### src/design/ppi_pkg.sv
`timescale 1ns / 1ps
`default_nettype none
package ppi_pkg;
  localparam int CordicStepsDefault = 24;
  localparam logic [23:0] TickPeriodReset = 24'd559241;
  localparam logic [31:0] TimeoutReset = 32'd200000;
  localparam logic [31:0] CordicGain = 32'd652032874;

  localparam logic [2:0] RegTickPeriod = 3'd0;
  localparam logic [2:0] RegTimeout = 3'd1;
  localparam logic [2:0] RegInitX = 3'd2;
  localparam logic [2:0] RegInitY = 3'd3;
  localparam logic [2:0] RegInitHeading = 3'd4;

  localparam logic KindCmd = 1'b0;
  localparam logic KindTick = 1'b1;

  // accepted tick handed to the back end
  typedef struct packed {
    logic signed [23:0] vx;
    logic signed [23:0] vy;
    logic signed [23:0] turn;
  } tick_job_t;

  function automatic logic [31:0] atan_lut(input logic [4:0] i);
    logic [31:0] r;
    begin
      case (i)
        5'd0: r = 32'h20000000; 5'd1: r = 32'h12E4051E; 5'd2: r = 32'h09FB385B;
        5'd3: r = 32'h051111D4; 5'd4: r = 32'h028B0D43; 5'd5: r = 32'h0145D7E1;
        5'd6: r = 32'h00A2F61E; 5'd7: r = 32'h00517C55; 5'd8: r = 32'h0028BE53;
        5'd9: r = 32'h00145F2F; 5'd10: r = 32'h000A2F98; 5'd11: r = 32'h000517CC;
        5'd12: r = 32'h00028BE6; 5'd13: r = 32'h000145F3; 5'd14: r = 32'h0000A2FA;
        5'd15: r = 32'h0000517D; 5'd16: r = 32'h000028BE; 5'd17: r = 32'h0000145F;
        5'd18: r = 32'h00000A30; 5'd19: r = 32'h00000518; 5'd20: r = 32'h0000028C;
        5'd21: r = 32'h00000146; 5'd22: r = 32'h000000A3; 5'd23: r = 32'h00000051;
        5'd24: r = 32'h00000029; 5'd25: r = 32'h00000014; 5'd26: r = 32'h0000000A;
        5'd27: r = 32'h00000005; 5'd28: r = 32'h00000003; 5'd29: r = 32'h00000001;
        5'd30: r = 32'h00000001;
        default: r = 32'h00000000;
      endcase
      return r;
    end
  endfunction
endpackage
`default_nettype wire

### src/design/ppi_front.sv
`timescale 1ns / 1ps
`default_nettype none
// Takes words, keeps command state, filters ticks into a two-entry queue.
module ppi_front (
  input  wire logic                clk,
  input  wire logic                rst,
  input  wire logic                s_axis_tvalid,
  output logic                     s_axis_tready,
  input  wire logic [103:0]        s_axis_tdata,
  input  wire logic                s_axis_tuser,
  input  wire logic [31:0]         timeout_us,
  output logic                     job_valid,
  input  wire logic                job_ready,
  output ppi_pkg::tick_job_t       job
);
  logic signed [23:0] cmd_vx, cmd_vy, cmd_turn;
  logic [31:0] last_cmd_time;
  logic cmd_seen;
  ppi_pkg::tick_job_t q [2];
  logic [1:0] count;
  logic rd_ptr, wr_ptr;
  logic acc, push, pop;
  logic [31:0] now, age;

  assign now = s_axis_tdata[31:0];
  assign age = now - last_cmd_time;
  assign s_axis_tready = (count != 2'd2);
  assign acc = s_axis_tvalid && s_axis_tready;
  assign push = acc && (s_axis_tuser == ppi_pkg::KindTick) && cmd_seen
                && !(age > timeout_us);
  assign job_valid = (count != 2'd0);
  assign job = q[rd_ptr];
  assign pop = job_valid && job_ready;

  always_ff @(posedge clk) begin
    if (rst) begin
      cmd_vx <= '0; cmd_vy <= '0; cmd_turn <= '0;
      last_cmd_time <= '0; cmd_seen <= 1'b0;
      count <= '0; rd_ptr <= 1'b0; wr_ptr <= 1'b0;
    end else begin
      if (acc && s_axis_tuser == ppi_pkg::KindCmd) begin
        cmd_vx <= s_axis_tdata[55:32];
        cmd_vy <= s_axis_tdata[79:56];
        cmd_turn <= s_axis_tdata[103:80];
        last_cmd_time <= now;
        cmd_seen <= 1'b1;
      end
      if (push) begin
        q[wr_ptr] <= '{vx: cmd_vx, vy: cmd_vy, turn: cmd_turn};
        wr_ptr <= ~wr_ptr;
      end
      if (pop) rd_ptr <= ~rd_ptr;
      count <= count + {1'b0, push} - {1'b0, pop};
    end
  end
endmodule
`default_nettype wire

### config.mk
export PLATFORM = sky130hd
export DESIGN_NAME = ppi_front
export DESIGN_NICKNAME = d
export VERILOG_FILES = /design/src/design/ppi_pkg.sv /design/src/design/ppi_front.sv
export SDC_FILE = /design/constraint.sdc
export NUM_CORES = 1
export LEC_CHECK = 0
export ABC_AREA = 1
export ABC_CLOCK_PERIOD_IN_PS = 14500
export BUFFER_PORTS_ARGS = -buffer_cell sky130_fd_sc_hd__buf_2
export CORE_MARGIN = 8
export CORE_UTILIZATION = 45
export DETAILED_ROUTE_END_ITERATION = 10
export PLACE_DENSITY = 0.67
export SLEW_MARGIN = 25
export SYNTH_ARGS = -nofsm -noshare
export SYNTH_HDL_FRONTEND = slang
export SYNTH_SLANG_ARGS = --single-unit
### constraint.sdc
create_clock -name clk -period 14.5 [get_ports clk]
set_input_delay 2.9 -clock clk [delete_from_list [all_inputs] [get_ports clk]]
set_output_delay 2.9 -clock clk [all_outputs]
set_load 0.005 [all_outputs]
==> metrics.md, run 1 <==
| Metric | Value |
|---|---|
| Outcome | `completed` |
| Total track usage | `17.3%` |
| Hold Violations, Final | `0` |
| Sw Ratio | `29.8%` |
| Pre-antenna DRT Iters | `4` |
| DRC Markers | `0` |
| # port buffers | `214` |
| Mapped Cells | `1175` |
| Flop pwr share | `43.0%` |
| Post-place instance area | `13300 sq um` |
| WS Path Type | `primary input to flop` |
| Die H | `179 microns` |
| Reg2reg setup slack | `10070 ps` |
| CTS Buf Count | `26` |
| P&R area growth vs syn | `18.3%` |
| Ys Warns | `0` |
| Post-CTS Setup Bufs | `0` |
| HP Start | `cmd_turn[9]$_SDFFE_PP0P_` |
| Post-CTS Resized | `0` |
| Most frequent cells in the layout | `buf_2 (213), inv_1 (177), nor2_1 (153)` |
| CP Data Required Time | `14650 ps` |
| RSZ-0062 raised after global routing | `no` |
| WHS Endpoint | `q[0][9]$_DFFE_PP_` |
| Final setup fails | `0` |
| # IOs | `215` |
| Crit path max-delay family | `simple AND/OR/NAND/NOR gates` |
| Initial antenna violation count | `0` |
| Clock root buffer | `clkbuf_16` |
| ANT nets after route | `0` |
| Comb pwr share | `26.3%` |
| Number of DRC markers in iteration 0 | `567` |
| Max Slew Vio Count | `0` |
| Reg2Reg Launch Point | `last_cmd_time[0]$_SDFFE_PP0P_` |
| Syn Nets | `1382` |
| Share of cells above drive strength 1 | `24.6%` |
| Die X | `179 microns` |
| Fmax | `151 MHz` |
| P_leak | `0.00582 uW` |
| Core Area | `26100 sq um` |
| Remaining global-route overflow | `0` |
| Slowest stage cell on the critical path | `buf_4` |
| Max clock buf depth | `3` |
| Pwr Density | `143 nW/um^2` |
| Critical path startpoint | `s_axis_tdata[0]` |
| Die area | `32000 sq um` |
| Clk pwr share | `30.7%` |
| Nets | `1587` |
| Avg Vias per Cell | `5.03` |
| Clk_lat worst skew | `530 ps` |
| Maximum number of pins on one net before global-route repair | `210` |
| Clock skew | `8.92 ps` |
| Flop and latch count out of synthesis | `254` |
| GPL Wtd Cong | `0.925` |
| Max Fanout on Critical Path | `64` |
| Routed via count | `8729` |
| Critical Path End Type | `flop` |
| Post-synth top area cell | `edfxtp_1` |
| Max cap viols | `0` |
| Worst Hold Depth | `0` |
| Syn Area/Cell | `10.2 sq um` |
| Post-synthesis cell area | `12000 sq um` |
| CTS tree | `built` |
| Max VDD drop | `0.000106 V` |
| Slew HR | `38.6%` |
| Worst-path clk slew | `60 ps` |
| Worst slew pin tran | `921 ps` |
| Starting Density | `45.9%` |
| Hold slack | `452 ps` |
| Commonest non-fill, non-tap cell in the layout | `buf_2` |
| Post-DP HPWL | `20.3 mm` |
| Seq/Total Area, Yosys | `54.6%` |
| Worst R2R Path Depth | `23` |
| Crit path time final | `6640 ps` |
| Crit path buffers/inverters | `5` |
| Arrival time worst endpoint | `6790 ps` |
| Drt total wl | `28.4 mm` |
| P_int | `1410 uW` |
| Antenna Diode Count | `0` |
| Clock Sinks | `254` |
| Setup TNS | `0 ps` |
| First-pass GRT wire length | `44.3 mm` |
| Hold Buf Count CTS | `0` |
| Row count | `59` |
| Fin crit share | `45.8%` |
| Crit path top cell by count | `nand2_1` |
| WL per Instance | `16.4 microns` |
| Post-synth top area share | `36.2%` |
| Vias in the first global route | `8810` |
| Synth unique cells | `39` |
| Slowest cell delay on critical path | `700 ps` |
| Psw | `602 uW` |
| Hold WC Path Type | `flop to flop` |
| H-Tree Depth | `1` |
| Synth top area cells | `edfxtp_1 (36%), dfxtp_1 (18%), ha_1 (6.8%)` |
| Startpoint types | `primary input` |
| Critical R2R Capture | `q[0][8]$_DFFE_PP_` |
| Design area | `14100 sq um` |
-- power by group through the flow --
stage | clock, uW | sequential [uW] | combinational (uW)
global route | 665 | 876 | 599
global placement | 0 | 898 | 505
CTS | 636 | 887 | 513
detailed placement | 0 | 902 | 509
finish | 619 | 868 | 530
floorplan | 0 | 860 | 379
-- sequential cells by signal, summed over array words and instances (netlist names), named ones only --
name and flops:
q 144, cmd_vy 24, cmd_vx 24, cmd_turn 24, count 2, last_cmd_time 32, wr_ptr 1, rd_ptr 1
cmd_seen 1
-- logic make-up after synthesis --
family | Yosys count | share of synthesized area [%]
adder cells (fa/ha/maj) | 66 | 6.97
AO/OA/AOI/OAI | 198 | 11.0
AND/OR/NAND/NOR | 341 | 11.8
multiplexers | 72 | 6.78
buffers and inverters | 221 | 7.24
XOR/XNOR | 23 | 1.68
flip-flops | 254 | 54.6
-- worst max path at each step --
| stage | end | depth (start not counted) |
|---|---|---|
| finish | q[0][8]$_DFFE_PP_ | 25 |
| global placement | q[0][18]$_DFFE_PP_ | 25 |
| global route | q[0][14]$_DFFE_PP_ | 25 |
| CTS | q[0][32]$_DFFE_PP_ | 25 |
| floorplan | q[1][0]$_DFFE_PP_ | 23 |
| detailed placement | q[0][15]$_DFFE_PP_ | 25 |
-- worst reg2reg max path, delay by kind of cell, from the launching register on --
family	cells	cell delay [ps]
AND/OR/NAND/NOR	15	1570
AO/OA/AOI/OAI	2	310
buffers and inverters	3	950
flip-flops	1	330
adder cells (fa/ha/maj)	3	800
-- area by class of cell --
class                   instances  area (sq um)
flip-flops and latches        254          6530
fillers                      2369         11900
multi-input cells             700          4570
inverters                     178           668
clock buffers                  37           702
clock inverters                11          95.1
repair buffers                220          1160
well taps                     335           419
-- routing by layer --
metal | GRT usage (%) | vias to the layer above | part of all wire (%)
li1 | - | 4433 | -
met1 | 21.5 | 4012 | 43
met2 | 30.3 | 243 | 48
met3 | 2.89 | 41 | 6.0
met4 | 5.10 | 0 | 2.4
met5 | 0 | - | 0
-- cell usage after synthesis --
| master | instances |
|---|---|
| nand2_1 | 127 |
| o21bai_1 | 4 |
| a211oi_1 | 103 |
| nor3_2 | 1 |
| o21ai_2 | 1 |
| a21o_1 | 4 |
| mux2_2 | 72 |
| a21o_2 | 1 |
| nor3b_1 | 2 |
| buf_4 | 1 |
| ha_1 | 65 |
| nor2_1 | 154 |
| o2111ai_1 | 1 |
| nor2_2 | 2 |
| nand4_1 | 9 |
| a31oi_1 | 3 |
| o21ai_1 | 1 |
| o211ai_1 | 1 |
| a21oi_1 | 53 |
| dfxtp_1 | 110 |
| nor3_1 | 9 |
| fa_1 | 1 |
| o21a_1 | 2 |
| clkbuf_1 | 16 |
| xnor2_1 | 4 |
| inv_1 | 178 |
| a21oi_4 | 1 |
| nand3b_1 | 5 |
| nand3_2 | 1 |
| edfxtp_1 | 144 |
| a21boi_0 | 2 |
| o21ai_0 | 20 |
| or2_2 | 2 |
| a21oi_2 | 1 |
| nand3_1 | 22 |
| or2_1 | 2 |
| nand2_2 | 5 |
| xor2_1 | 19 |
| buf_2 | 26 |
-- stage by stage --
step	total power, uW	cells	setup WS, ps	util, %
after floorplan	1240	1175	5680	-
after global placement	1400	1685	7320	51.1
after detailed placement	1410	1685	7280	51.1
after CTS	2040	1733	7830	54.1
after global routing	2140	1735	7470	54.3
final	2020	1735	7860	54.3
(Power assumes the default switching activity.)
==> run 2: changes to the inputs <==
Settings changed: ABC_CLOCK_PERIOD_IN_PS 14500 to 5500, PLACE_DENSITY 0.67 to 0.69.
Clock period 14.5 ns to 5.5 ns, I/O delays scaled along.
==> metrics.md, run 2 (synthesized netlist as in run 1, its figures left out) <==
| Metric | Value |
|---|---|
| Post-DP HPWL | `20.9 mm (+3.1%)` |
| Core Area | `26100 sq um (unchanged)` |
| Pre-antenna DRT Iters | `5 (+1)` |
| Commonest non-fill, non-tap cell in the layout | `buf_2` |
| Total track usage | `17.8% (+0.54 points)` |
| Clock root buffer | `clkbuf_16` |
| M1 GR Usage | `22.0% (+0.54 points)` |
| WL per Instance | `16.7 microns (+2.2%)` |
| Max Fanout on Critical Path | `4 (-94%)` |
| Max clock buf depth | `3 (unchanged)` |
| Critical Path End Type | `flop` |
| Fmax | `213 MHz` |
| Initial antenna violation count | `0 (unchanged)` |
| Hold slack | `446 ps (-5.80 ps)` |
| DRC Markers | `0 (unchanged)` |
| Slew HR | `47.6% (+9.0 points)` |
| Starting Density | `45.9% (unchanged)` |
| GR Layer Usage met3 | `3.05% (+0.17 points)` |
| Vias in the first global route | `9038 (+2.6%)` |
| Clk_lat worst skew | `530 ps (about the same)` |
| P&R area growth vs syn | `19.4%` |
| Max VDD drop | `0.000246 V (+130%)` |
| H-Tree Depth | `1 (unchanged)` |
| # port buffers | `214 (unchanged)` |
| Die area | `32000 sq um (unchanged)` |
| Worst Hold Depth | `0 (unchanged)` |
| Clock skew | `13.0 ps (+4.03 ps)` |
| Worst slew pin tran | `785 ps (-136 ps)` |
| Drt total wl | `29.1 mm (+2.5%)` |
| Avg Vias per Cell | `5.08 (+1.1%)` |
| RSZ-0062 raised after global routing | `no` |
| Reg with most FFs | `q` |
| Startpoint types | `primary input` |
| GPL Wtd Cong | `0.923 (-0.25%)` |
| CP Data Required Time | `5890 ps (-8760 ps)` |
| Worst slack, placed | `303 ps (-6970 ps)` |
| Max Slew Vio Count | `0 (unchanged)` |
| Largest registers | `q: 144 flops, last_cmd_time: 32 flops` |
| Share of cells above drive strength 1 | `25.1% (+0.41 points)` |
| Post-CTS Resized | `0 (unchanged)` |
| Hold Violations, Final | `0 (unchanged)` |
| Row count | `59 (unchanged)` |
| CTS tree | `built` |
| Hold Buf Count CTS | `0 (unchanged)` |
| Post-route worst setup slack | `814 ps (-7050 ps)` |
| Hold WC Path Type | `flop to flop` |
| Worst-path clk slew | `60 ps (about the same)` |
| Most frequent cells in the layout | `buf_2 (213), inv_1 (177), nor2_1 (153)` |
| Nets | `1592 (+0.32%)` |
| Fin crit share | `85.2%` |
| Pwr Density | `382 nW/um^2 (+170%)` |
| Routed via count | `8847 (+1.4%)` |
| Max cap viols | `0 (unchanged)` |
| Slowest cell delay on critical path | `400 ps (-300 ps)` |
| Final setup fails | `0 (unchanged)` |
| Clock Sinks | `254 (unchanged)` |
| WS Path Type | `primary input to flop` |
| Met2 Usage GRT | `31.7% (+1.4 points)` |
| Maximum number of pins on one net before global-route repair | `100 (-52%)` |
| Slowest stage cell on the critical path | `fa_1` |
| ANT nets after route | `0 (unchanged)` |
| First-pass GRT wire length | `46.2 mm (+4.3%)` |
| Number of DRC markers in iteration 0 | `388 (-32%)` |
| Crit path time final | `4690 ps` |
| Outcome | `completed` |
| CTS Buf Count | `26 (unchanged)` |
| Die H | `179 microns (unchanged)` |
| Most Crowded Layer GR | `met2` |
| Remaining global-route overflow | `0 (unchanged)` |
| Post-CTS Setup Bufs | `0 (unchanged)` |
| # IOs | `215 (unchanged)` |
| Setup TNS | `0 ps (unchanged)` |
| Antenna Diode Count | `0 (unchanged)` |
| Arrival time worst endpoint | `5080 ps (-1710 ps)` |
| Number of flip-flops in the largest register | `144 (unchanged)` |
| P_leak | `0.00588 uW (+1.1%)` |
| Crit path top cell by count | `nand2_1` |
| Die X | `179 microns (unchanged)` |
| Worst R2R Path Depth | `27 (+17%)` |
[run 2: cell types whose count changed in the layout (fill, tap and decap cells not counted)]
cell        before  now
buf_12           3    6
buf_4            4    5
buf_6            0    1
bufinv_16        1    3
clkbuf_1        10    9
clkbuf_8         1    2
clkinv_1         3    2
clkinvlp_4       3    2
[run 2: area by class of cell]
type | instances | area (sq um)
well taps | 335 | 419
clock buffers | 37 | 712
repair buffers | 225 | 1230
inverters | 178 | 668
fillers | 2306 | 11800
multi-input cells | 700 | 4570
clock inverters | 11 | 144
flip-flops and latches | 254 | 6530
[run 2: per-stage QoR]
step / area, sq um / utilization, % / cells / total power, uW
finish: 14300 / 54.8 / 1740 / 5460
global route: 14300 / 54.8 / 1740 / 5770
CTS: 14300 / 54.7 / 1739 / 5510
detailed placement: 13400 / 51.4 / 1691 / 3730
global placement: 13400 / 51.4 / 1691 / 3710
floorplan: 12000 / - / 1175 / 3270
[run 2: final timing paths]
check | end | startpoint | slack, ps
max | count[1]$_SDFF_PP0_ | s_axis_tdata[0] | 810
min | q[1][1]$_DFFE_PP_ | cmd_turn[1]$_SDFFE_PP0P_ | 450
max reg2reg | count[1]$_SDFF_PP0_ | last_cmd_time[0]$_SDFFE_PP0P_ | 1210
min reg2reg | q[1][1]$_DFFE_PP_ | cmd_turn[1]$_SDFFE_PP0P_ | 450
[run 2: worst max-delay path, delay by kind of cell]
kind / cells / cell delay (ps)
and+or+nand+nor: 17 / 1920
adders and majority gates: 5 / 1280
AOI/OAI and AO/OA: 2 / 320
buffers and inverters: 4 / 290
xor gates and xnor gates: 1 / 180
[run 2: metal layers]
| metal | up-vias | part of all wire (%) |
|---|---|---|
| li1 | 4431 | - |
| met1 | 4147 | 42 |
| met2 | 225 | 49 |
| met3 | 44 | 6.2 |
| met4 | 0 | 2.3 |
| met5 | - | 0 |
[run 2: where the power goes]
part	internal [uW]	switching, uW	leakage (uW)
Combinational	616	795	0.00324
Sequential	2180	111	0.00223
Clock	1040	713	0.000410
